`config.mk`:
```
export PLATFORM = sky130hd
export DESIGN_NAME = ascii_axis_command_to_omni_wheel_mix_top
export DESIGN_NICKNAME = d
export VERILOG_FILES = /design/src/rtl/core/omx_pkg.sv /design/src/rtl/core/omx_parse.sv /design/src/rtl/core/omx_mix.sv /design/src/rtl/core/ascii_axis_command_to_omni_wheel_mix_top.sv
export SDC_FILE = /design/constraint.sdc
export NUM_CORES = 1
export LEC_CHECK = 0
export ABC_CLOCK_PERIOD_IN_PS = 20300
export BUFFER_PORTS_ARGS = -buffer_cell sky130_fd_sc_hd__buf_2
export CORE_MARGIN = 1
export CORE_UTILIZATION = 65
export CTS_BUF_LIST = sky130_fd_sc_hd__clkbuf_8
export DETAILED_ROUTE_END_ITERATION = 16
export PLACE_DENSITY = 0.85
export SLEW_MARGIN = 20
export SYNTH_ARGS = -nofsm -noshare
export SYNTH_HDL_FRONTEND = slang
export SYNTH_SLANG_ARGS = --single-unit
```
`constraint.sdc`:
```
create_clock -name clk -period 20.3 [get_ports clk]
set_input_delay 1.015 -clock clk [delete_from_list [all_inputs] [get_ports clk]]
set_output_delay 1.015 -clock clk [all_outputs]
set_load 0.01 [all_outputs]
```
`src/rtl/core/omx_pkg.sv`:
```
package omx_pkg;

  localparam int unsigned PREFIX_LEN = 5;
  localparam int unsigned PREFIX_COUNT = 3;

  localparam logic [7:0] CHAR_PIPE = 8'h7C;
  localparam logic [7:0] CHAR_NL = 8'h0A;
  localparam logic [7:0] CHAR_SPACE = 8'h20;
  localparam logic [7:0] CHAR_TAB = 8'h09;
  localparam logic [7:0] CHAR_CR = 8'h0D;
  localparam logic [7:0] CHAR_PLUS = 8'h2B;
  localparam logic [7:0] CHAR_MINUS = 8'h2D;
  localparam logic [7:0] CHAR_ZERO = 8'h30;
  localparam logic [7:0] CHAR_NINE = 8'h39;

  localparam logic [35:0] MAG_CAP = 36'h0_8000_0000;

  typedef enum logic [1:0] {
    AXIS_NONE = 2'd0,
    AXIS_X    = 2'd1,
    AXIS_Y    = 2'd2,
    AXIS_Z    = 2'd3
  } axis_code_t;

  typedef struct packed {
    logic        fire;
    axis_code_t  axis;
    logic [15:0] value;
  } omx_event_t;

  // prefixes: 0 "L3_x:", 1 "L3_y:", 2 "R3_x:"
  function automatic logic [7:0] prefix_char(input logic [1:0] k, input logic [2:0] idx);
    logic [7:0] ch;
    case (idx)
      3'd0: ch = (k == 2'd2) ? 8'h52 : 8'h4C;
      3'd1: ch = 8'h33;
      3'd2: ch = 8'h5F;
      3'd3: ch = (k == 2'd1) ? 8'h79 : 8'h78;
      3'd4: ch = 8'h3A;
      default: ch = 8'h00;
    endcase
    return ch;
  endfunction

endpackage

```
`src/rtl/core/omx_parse.sv`:
```
module omx_parse import omx_pkg::*; #(
  parameter int unsigned MESSAGE_CAPACITY = 20
) (
  input  logic       clk,
  input  logic       rst,
  input  logic       accept,
  input  logic [7:0] rx_byte,
  output omx_event_t ev
);

  localparam int unsigned CW = $clog2(MESSAGE_CAPACITY);

  typedef enum logic [1:0] {
    PH_SKIP,
    PH_DIGITS,
    PH_DONE
  } phase_t;

  logic [CW-1:0] count, count_next;
  logic [2:0]    cand, cand_next;
  phase_t        phase, phase_next;
  logic          neg, neg_next;
  logic [31:0]   acc, acc_next;

  logic          end_msg;
  logic          digit, blank;
  logic [35:0]   prod;
  logic [31:0]   mag_neg;

  always_comb begin
    count_next = count;
    cand_next = cand;
    phase_next = phase;
    neg_next = neg;
    acc_next = acc;
    end_msg = 1'b0;
    ev = '0;
    ev.axis = AXIS_NONE;
    digit = (rx_byte >= CHAR_ZERO) && (rx_byte <= CHAR_NINE);
    blank = (rx_byte == CHAR_SPACE) || ((rx_byte >= CHAR_TAB) && (rx_byte <= CHAR_CR));
    prod = ({4'b0, acc} << 3) + ({4'b0, acc} << 1) + {28'b0, rx_byte - CHAR_ZERO};
    mag_neg = 32'd0;

    if (accept && rx_byte == CHAR_PIPE) begin
      end_msg = 1'b1;
    end else if (accept && rx_byte != CHAR_NL) begin
      if (count < CW'(PREFIX_LEN)) begin
        for (int k = 0; k < PREFIX_COUNT; k++) begin
          if (prefix_char(2'(k), count[2:0]) != rx_byte) begin
            cand_next[k] = 1'b0;
          end
        end
      end else if (phase != PH_DONE) begin
        if (phase == PH_SKIP && blank) begin
          phase_next = PH_SKIP;
        end else if (phase == PH_SKIP && (rx_byte == CHAR_PLUS || rx_byte == CHAR_MINUS)) begin
          neg_next = (rx_byte == CHAR_MINUS);
          phase_next = PH_DIGITS;
        end else if (digit) begin
          acc_next = (prod > MAG_CAP) ? MAG_CAP[31:0] : prod[31:0];
          phase_next = PH_DIGITS;
        end else begin
          phase_next = PH_DONE;
        end
      end
      count_next = count + CW'(1);
      if (count_next == CW'(MESSAGE_CAPACITY - 1)) begin
        end_msg = 1'b1;
      end
    end

    // result of the message that ends with this beat
    if (end_msg) begin
      ev.fire = 1'b1;
      mag_neg = 32'd0 - acc_next;
      if (neg_next) begin
        ev.value = mag_neg[15:0];
      end else if (acc_next[31]) begin
        ev.value = 16'hFFFF;
      end else begin
        ev.value = acc_next[15:0];
      end
      if (count_next >= CW'(PREFIX_LEN) && cand_next != 3'b000) begin
        if (cand_next[0]) begin
          ev.axis = AXIS_X;
        end else if (cand_next[1]) begin
          ev.axis = AXIS_Y;
        end else begin
          ev.axis = AXIS_Z;
        end
      end
      count_next = '0;
      cand_next = 3'b111;
      phase_next = PH_SKIP;
      neg_next = 1'b0;
      acc_next = 32'd0;
    end
  end

  always_ff @(posedge clk) begin
    if (rst) begin
      count <= '0;
      cand <= 3'b111;
      phase <= PH_SKIP;
      neg <= 1'b0;
      acc <= 32'd0;
    end else begin
      count <= count_next;
      cand <= cand_next;
      phase <= phase_next;
      neg <= neg_next;
      acc <= acc_next;
    end
  end

  a_count_range: assert property (@(posedge clk) disable iff (rst)
    count < CW'(MESSAGE_CAPACITY - 1))
    else $error("message count reached capacity without ending");

  a_fire_clears: assert property (@(posedge clk) disable iff (rst)
    ev.fire |=> (count == '0 && cand == 3'b111 && acc == 32'd0))
    else $error("message state not cleared after end");

  a_acc_cap: assert property (@(posedge clk) disable iff (rst)
    acc[31] |-> acc[30:0] == 31'd0)
    else $error("accumulator above saturation cap");

endmodule

```
`src/rtl/core/omx_mix.sv`:
```
module omx_mix import omx_pkg::*; (
  input  logic               clk,
  input  logic               rst,
  input  omx_event_t         ev,
  input  logic               wheel_stall,
  output logic               wheel_valid,
  output logic signed [15:0] wheel_a,
  output logic signed [15:0] wheel_b,
  output logic signed [15:0] wheel_c,
  output logic signed [15:0] wheel_d,
  output logic [1:0]         updated_axis
);

  logic [15:0] axis_x, axis_y, axis_z;
  logic [15:0] x_next, y_next, z_next;
  logic [15:0] diff_sum;

  always_comb begin
    x_next = axis_x;
    y_next = axis_y;
    z_next = axis_z;
    case (ev.axis)
      AXIS_X: x_next = ev.value;
      AXIS_Y: y_next = ev.value;
      AXIS_Z: z_next = ev.value;
      default: begin
      end
    endcase
    diff_sum = x_next - y_next + z_next;
  end

  always_ff @(posedge clk) begin
    if (rst) begin
      axis_x <= 16'd0;
      axis_y <= 16'd0;
      axis_z <= 16'd0;
      wheel_valid <= 1'b0;
    end else begin
      if (ev.fire) begin
        axis_x <= x_next;
        axis_y <= y_next;
        axis_z <= z_next;
        wheel_valid <= 1'b1;
      end else if (!wheel_stall) begin
        wheel_valid <= 1'b0;
      end
    end
  end

  always_ff @(posedge clk) begin
    if (ev.fire) begin
      wheel_a <= diff_sum;
      wheel_b <= z_next - x_next - y_next;
      wheel_c <= diff_sum;
      wheel_d <= x_next + y_next + z_next;
      updated_axis <= ev.axis;
    end
  end

  a_no_overwrite: assert property (@(posedge clk) disable iff (rst)
    ev.fire |-> !(wheel_valid && wheel_stall))
    else $error("pending beat overwritten");

  a_drop_only_taken: assert property (@(posedge clk) disable iff (rst)
    $fell(wheel_valid) |-> $past(!wheel_stall))
    else $error("beat dropped while stalled");

  a_axes_hold: assert property (@(posedge clk) disable iff (rst)
    !ev.fire |=> ($stable(axis_x) && $stable(axis_y) && $stable(axis_z)))
    else $error("axis changed without message end");

endmodule

```
`src/rtl/core/ascii_axis_command_to_omni_wheel_mix_top.sv`:
```
// channel  | valid        | stall        | payload
// rx       | rx_valid     | rx_stall     | rx_byte
// wheel    | wheel_valid  | wheel_stall  | wheel_a..wheel_d, updated_axis
//
// one byte a cycle while rx_stall is low; a message end shows its beat on wheel in the cycle after the byte
// reset clears the message state, the three axes and wheel_valid
// rx_stall is high only while a wheel beat is held by wheel_stall
// bytes that do not end a message still wait behind a stalled wheel beat
module ascii_axis_command_to_omni_wheel_mix_top import omx_pkg::*; #(
  parameter int unsigned MESSAGE_CAPACITY = 20
) (
  input  logic               clk,
  input  logic               rst,
  input  logic               rx_valid,
  output logic               rx_stall,
  input  logic [7:0]         rx_byte,
  output logic               wheel_valid,
  input  logic               wheel_stall,
  output logic signed [15:0] wheel_a,
  output logic signed [15:0] wheel_b,
  output logic signed [15:0] wheel_c,
  output logic signed [15:0] wheel_d,
  output logic [1:0]         updated_axis
);

  omx_event_t ev;
  logic       accept;

  assign rx_stall = wheel_valid && wheel_stall;
  assign accept = rx_valid && !rx_stall;

  omx_parse #(
    .MESSAGE_CAPACITY(MESSAGE_CAPACITY)
  ) u_parse (
    .clk(clk),
    .rst(rst),
    .accept(accept),
    .rx_byte(rx_byte),
    .ev(ev)
  );

  omx_mix u_mix (
    .clk(clk),
    .rst(rst),
    .ev(ev),
    .wheel_stall(wheel_stall),
    .wheel_valid(wheel_valid),
    .wheel_a(wheel_a),
    .wheel_b(wheel_b),
    .wheel_c(wheel_c),
    .wheel_d(wheel_d),
    .updated_axis(updated_axis)
  );

endmodule
```
==> impl_metrics.toml, run 1 <==
[clocking]
cts_root_buf = "clkbuf_8"
clkTransAtPathRegs_ps = 70
cts_buffers = 17
clockBufferDepth = 2
cts_num_sinks = 141
h-tree-depth = 4
cts_tree = "yes"
post-cts-setup-buffers = 0
insertion_delay_ps = 480
ctsResizeCount = 0
hold_buffers = 0

[global_route]
grt_pass1_wl_um = 46200
grt.met3_usage_pct = 5.06
grt_use_total_pct = 29.9
use_met1_pct = 36.7
grt-ovfl-total = 0
grtUsageMet2_pct = 53.2
grt_max_degree = 54
antenna_found_initial = 0
grt_pass1_vias = 9709
grt-busiest-layer = "met2"

[timing]
fin_setup_tns_ps = 0
finClkSkew_ps = 18.6
slew_viol_final = 0
max_freq_mhz = 99.5
period_share_pct = 49.5
setup_viol = 0
hold-worst-slack_ps = 510
finalHoldViolCount = 0
period_needed_ps = 10050
worst_slew_pin_slew_ps = 917
relSlewSlack_pct = 38.9
rsz0062_at_grt = "false"

[synth]
synth_cell_types = 89
synth_warnings = 0
ys_seq_elements = 141
synth.cell_area_um2 = 12000
synthCells = 1363
synthArstFlopShare_pct = 0
synth-main-ff-cell = "dfxtp_1"
syn_avg_cell_area_um2 = 8.83
synth_edf_count = 49
synthesis.nets = 1560
yosysSeqAreaShare_pct = 27.5

[place]
dp_hpwl_um = 20900
port_buffers = 79
place_congestion = 0.936

[cells_and_area]
diodes = 0
drive_gt1_share_pct = 12.3
nNetsFinal = 1599
syn2layout_area_growth_pct = 6.75
nFillCells = 1342
postLayoutCoreUtil_pct = 71.1

[pwr]
p_total_mw = 0.564
ir_drop_v = 0.0000522
p_leak_nw = 6.39
p_per_area_nw_per_um2 = 43.9

[setup_path]
cpPeakStageDelay_ps = 580
path_delay_family = "compound AO/OA/AOI/OAI gates"
setup.worst_path.class = "in -> reg"
required_ps = 20490
endpoint_kind = "flip-flop"
cp.arrival_ps = 10240
cp_num_buf_inv = 4
startpoint_type = "input port"
cpMaxStageDelayCell = "a2111oi_2"
path_common_cell = "a21oi_1"
crit_fanout = 7

[route]
routed_wl_um = 27600
via_per_inst = 6.04
wire_per_inst_um = 16.8
num_vias = 9933
drt_iter0_markers = 614
drc_errors = 11
drtPass1Iterations = 11
ant_nets = 0

[floorplan]
die_area_um2 = 19100
boundaryPins = 80
die_y_um = 138
coreArea_um2 = 18100
initial_core_util_pct = 66.6
rows = 49
fp.dieW_um = 138

[run]
maxCapViolCount = 0

[status]
outcome = "finished, violations left"
violations = "DRC"

[min_path]
holdCritPathClass = "reg -> reg"
-- synth_stat cells (4+ instances only) --
master	instances	share of area [%]
xnor2_1	63	4.6
and2_1	5	0.26
xor2_1	34	2.5
nand2b_1	12	0.62
a41oi_1	4	0.29
a2111oi_0	4	0.29
clkbuf_1	36	1.1
a21o_1	15	0.94
inv_1	151	4.7
a21oi_1	83	3.4
buf_2	5	0.21
or2_2	19	0.99
nor3_1	17	0.71
fa_1	30	5.0
nand3_1	15	0.62
or3_1	8	0.42
nand3b_1	4	0.25
a22oi_1	31	1.9
nand2_1	68	2.1
buf_4	17	1.1
o21a_1	4	0.25
a221oi_1	8	0.58
o211ai_1	7	0.44
a21boi_0	5	0.31
o31a_1	6	0.44
a211oi_1	11	0.69
o21ai_0	55	2.3
and3_1	5	0.26
o31ai_1	7	0.44
nor2_1	143	4.5
o21bai_1	22	1.4
edfxtp_1	49	12
ha_1	155	16
buf_6	4	0.37
o21ai_1	4	0.17
mux2_2	15	1.4
dfxtp_1	92	15
a31oi_1	8	0.42
nand4_1	18	0.94
mux2i_1	37	3.1
nor2b_1	19	0.99
-- flip-flops by register name, indices dropped and copies added (netlist names) --
| signal | flops |
|---|---|
| u_parse.count | 5 |
| u_parse.phase | 2 |
| u_mix.axis_y | 16 |
| u_mix.updated_axis | 2 |
| u_mix.axis_x | 16 |
| u_mix.wheel_valid | 1 |
| u_parse.neg | 1 |
| u_mix.axis_z | 16 |
| u_mix.wheel_b | 16 |
| u_parse.cand | 3 |
| u_mix.wheel_a | 15 |
| u_mix.wheel_d | 16 |
| u_parse.acc | 32 |
-- logic make-up (layout without fill, tap and decap cells) --
kind of cell	count (synthesis)	in the layout	share of synthesized area [%]
xor gates and xnor gates	98	98	7.24
and+or+nand+nor	360	360	14.7
AOI/OAI and AO/OA	309	309	17.2
muxes	53	53	4.60
DFF	141	141	27.5
buffers and inverters	216	268	7.56
adders and majority gates	186	186	21.2
-- layer usage --
| layer | up-vias | routed length, um |
|---|---|---|
| met5 | - | 0 |
| met4 | 0 | 498 |
| li1 | 4830 | - |
| met1 | 4727 | 12100 |
| met3 | 53 | 1340 |
| met2 | 323 | 13700 |
-- worst min-delay path: stages, from the launching register on --
cell,delay [ps]
dfxtp_1,320
inv_1,80
a211oi_1,60
-- power breakdown --
part	internal (mW)	switching, mW	total, mW
sequential	0.291	0.00112	0.292
clock	0.129	0.115	0.243
combinational	0.0105	0.0185	0.0290
-- layout make-up --
type / count / area [um^2] / area share (%)
Tap cell: 229 / 287 / 2.23
Timing Repair Buffer: 85 / 440 / 3.43
Clock inverter: 13 / 160 / 1.25
Multi-Input combinational cell: 1006 / 7830 / 60.9
Sequential cell: 141 / 3310 / 25.8
Inverter: 151 / 568 / 4.42
Clock buffer: 19 / 262 / 2.03
-- placed cells by master (no fill, tap or decap), types with 31 or more instances in the layout --
| master | count |
|---|---|
| mux2i_1 | 37 |
| a21oi_1 | 83 |
| a22oi_1 | 31 |
| buf_2 | 79 |
| nand2_1 | 68 |
| xor2_1 | 34 |
| xnor2_1 | 63 |
| dfxtp_1 | 92 |
| inv_1 | 150 |
| nor2_1 | 142 |
| ha_1 | 155 |
| o21ai_0 | 55 |
| edfxtp_1 | 49 |
-- stage by stage --
stage               worst slack (ps)  instances  area, um^2
global placement               10410       1612       12400
CTS                            10420       1644       12900
global route                    9510       1644       12900
detailed placement              9990       1612       12400
finish                         10250       1644       12900
floorplan                      11000       1363       12000
-- final timing paths --
check | endpoint | slack [ps] | from | cells past startpoint
worst max-delay path | u_mix.wheel_a[15]$_DFFE_PP_ | 10250 | rx_byte[4] | 39
worst min register to register | u_parse.acc[31]$_SDFF_PP0_ | 510 | u_parse.acc[31]$_SDFF_PP0_ | 2
worst min-delay path | u_parse.acc[31]$_SDFF_PP0_ | 510 | u_parse.acc[31]$_SDFF_PP0_ | 2
worst max register to register | u_mix.wheel_a[15]$_DFFE_PP_ | 10820 | u_parse.acc[2]$_SDFF_PP0_ | 36
(Power assumes the default switching activity.)
==> run 2, diff against run 1 <==
--- a/config.mk
+++ b/config.mk
@@ -5,13 +5,13 @@
 export SDC_FILE = /design/constraint.sdc
 export NUM_CORES = 1
 export LEC_CHECK = 0
-export ABC_CLOCK_PERIOD_IN_PS = 20300
+export ABC_CLOCK_PERIOD_IN_PS = 8700
 export BUFFER_PORTS_ARGS = -buffer_cell sky130_fd_sc_hd__buf_2
 export CORE_MARGIN = 1
-export CORE_UTILIZATION = 65
+export CORE_UTILIZATION = 58
 export CTS_BUF_LIST = sky130_fd_sc_hd__clkbuf_8
 export DETAILED_ROUTE_END_ITERATION = 16
-export PLACE_DENSITY = 0.85
+export PLACE_DENSITY = 0.8
 export SLEW_MARGIN = 20
 export SYNTH_ARGS = -nofsm -noshare
 export SYNTH_HDL_FRONTEND = slang
==> constraint.sdc (replaced) <==
create_clock -name clk -period 8.7 [get_ports clk]
set_input_delay 0.435 -clock clk [delete_from_list [all_inputs] [get_ports clk]]
set_output_delay 0.435 -clock clk [all_outputs]
set_load 0.01 [all_outputs]
==> run 2 against run 1 <==
Effect of this change: the flow now finishes without violations; cell area rose by 9.1%; worst hold slack lost 150 ps; via count grew 4.4%; clock skew hardly changed; setup slack worse by 10000 ps; sequential power grew 130%; largest cell class unchanged; highest routed layer unchanged.
==> impl_metrics.toml, run 2 (same netlist as run 1, synthesis figures left out) <==
[setup_path]
endpoint_kind = "flip-flop"
setup.worst_path.class = "reg -> reg"
cpPeakStageDelay_ps = 540
r2r_end = "u_mix.wheel_d[15]$_DFFE_PP_"
reg2regPathDepth = 39
cp.arrival_ps = 8610
crit_fanout = 5
startpoint_type = "flip-flop"
cp_num_buf_inv = 4
startpoint = "u_parse.acc[2]$_SDFF_PP0_"
path_delay_family = "compound AO/OA/AOI/OAI gates"
required_ps = 8890
cpMaxStageDelayCell = "fa_1"
rrSetupSlack_ps = 270
r2r_start = "u_parse.acc[2]$_SDFF_PP0_"

[floorplan]
die_area_um2 = 21300
initial_core_util_pct = 59.3
coreArea_um2 = 20300
die_y_um = 146
rows = 52
fp.dieW_um = 146
boundaryPins = 80

[global_route]
antenna_found_initial = 0
grt-ovfl-total = 0
grt_use_total_pct = 27.7
grt_max_degree = 53
grt_pass1_wl_um = 47900
grt_pass1_vias = 10030

[pwr]
power.share.combinational_pct = 6.1
p_per_area_nw_per_um2 = 90.5
p_total_mw = 1.27
p_leak_nw = 6.99
p_switching_mw = 0.326
clockPowerShare_pct = 40.3
ir_drop_v = 0.000118
p_seq_share_pct = 53.6
intPower_mw = 0.943
swShare_pct = 25.7

[timing]
relSlewSlack_pct = 51.3
worst_slew_pin_slew_ps = 722
period_needed_ps = 8430
setup_ws_ps = 274
max_freq_mhz = 119
finClkSkew_ps = 18.4
period_share_pct = 96.9
slew_viol_final = 0
fin_setup_tns_ps = 0
finalHoldViolCount = 0
setup_viol = 0

[clocking]
clockBufferDepth = 2
clkTransAtPathRegs_ps = 80
hold_buffers = 0
cts_root_buf = "clkbuf_8"
insertion_delay_ps = 470
cts_tree = "yes"
h-tree-depth = 4
cts_num_sinks = 141
cts_buffers = 17

[cells_and_area]
syn2layout_area_growth_pct = 16.5
top_register = "u_parse.acc"
largest_register_ffs = 32
fin_cells = 1812
layout_commonest_cell = "ha_1"
mostFrequentLayoutCells = "ha_1, inv_1, nor2_1"
multi_input_area_um2 = 8040
diodes = 0
seqCellArea_um2 = 3320
nFillCells = 1554
drive_gt1_share_pct = 22.3
nNetsFinal = 1726
fin_area_um2 = 14000

[place]
place_ws_ps = -496
port_buffers = 79
place_congestion = 0.942
placedCellCount = 1773
place_area_um2 = 13400
dp_hpwl_um = 22300

[route]
routed_wl_um = 29600
drt_iter0_markers = 681
top_layer_used = "met4"
ant_nets = 0
met2WireLength_um = 14600
num_vias = 10374
drtPass1Iterations = 5
via_per_inst = 5.73
wire_per_inst_um = 16.3
route.met3.wl_um = 1320
met1Wirelength_um = 13000
drc_errors = 0

[min_path]
holdCritPathClass = "in -> reg"
hold_start = "wheel_stall"
whs_path_depth = 3
worstHoldEndpoint = "u_mix.wheel_valid$_SDFFE_PP0P_"

[status]
outcome = "completed"

[run]
maxCapViolCount = 0
## run 2: worst max-delay path by stage
stage | end | slack (ps) | cells after the start
5_1_grt | u_mix.wheel_d[15]$_DFFE_PP_ | -120 | 42
2_1_floorplan | u_mix.wheel_d[15]$_DFFE_PP_ | 80 | 42
6_report | u_mix.wheel_d[15]$_DFFE_PP_ | 270 | 39
4_1_cts | u_mix.wheel_d[15]$_DFFE_PP_ | 6 | 39
3_3_place_gp | u_mix.wheel_d[15]$_DFFE_PP_ | -130 | 42
3_5_place_dp | u_mix.wheel_d[15]$_DFFE_PP_ | -500 | 42
## run 2: repair_timing
item                       4_1_cts  5_1_grt
gates resized for setup          5       60
hold endpoints to repair         0        0
setup buffers                    0        7
setup endpoints to repair        2       13
pin swaps                        0       26
## run 2: power groups by stage
stage / Combinational, mW / Sequential [mW] / Clock, mW
4_1_cts: 0.0757 / 0.681 / 0.514
3_5_place_dp: 0.0751 / 0.696 / 0
3_3_place_gp: 0.0730 / 0.696 / 0
5_1_grt: 0.0855 / 0.681 / 0.547
2_1_floorplan: 0.0508 / 0.696 / 0
6_report: 0.0776 / 0.681 / 0.511
## run 2: cell type report
type,instances,area share (%)
Clock buffer,18,1.77
Timing Repair Buffer,212,9.96
Tap cell,270,2.41
Clock inverter,14,0.865
Multi-Input combinational cell,1006,57.3
Sequential cell,141,23.7
Inverter,151,4.04
## run 2: worst register-to-register path: cells and delay by family (launching register included)
family	cells	cell delay [ps]
AO/OA/AOI/OAI	18	3120
flip-flops	1	400
adder cells (fa/ha/maj)	6	2210
XOR/XNOR	3	390
buffers and inverters	4	310
multiplexers	1	320
AND/OR/NAND/NOR	7	1410
## run 2: per-stage QoR
stage          hold slack (ps)  util (%)
6_report                   364      69.1
5_1_grt                    394      69.1
4_1_cts                    364      67.9
3_5_place_dp               520      65.9
3_3_place_gp               496      65.9
2_1_floorplan              471         -
## run 2: layer usage
layer,vias to the layer above,GRT usage [%]
li1,5083,-
met1,4928,34.4
met2,306,48.7
met3,57,4.16
met4,0,10.1
met5,-,0
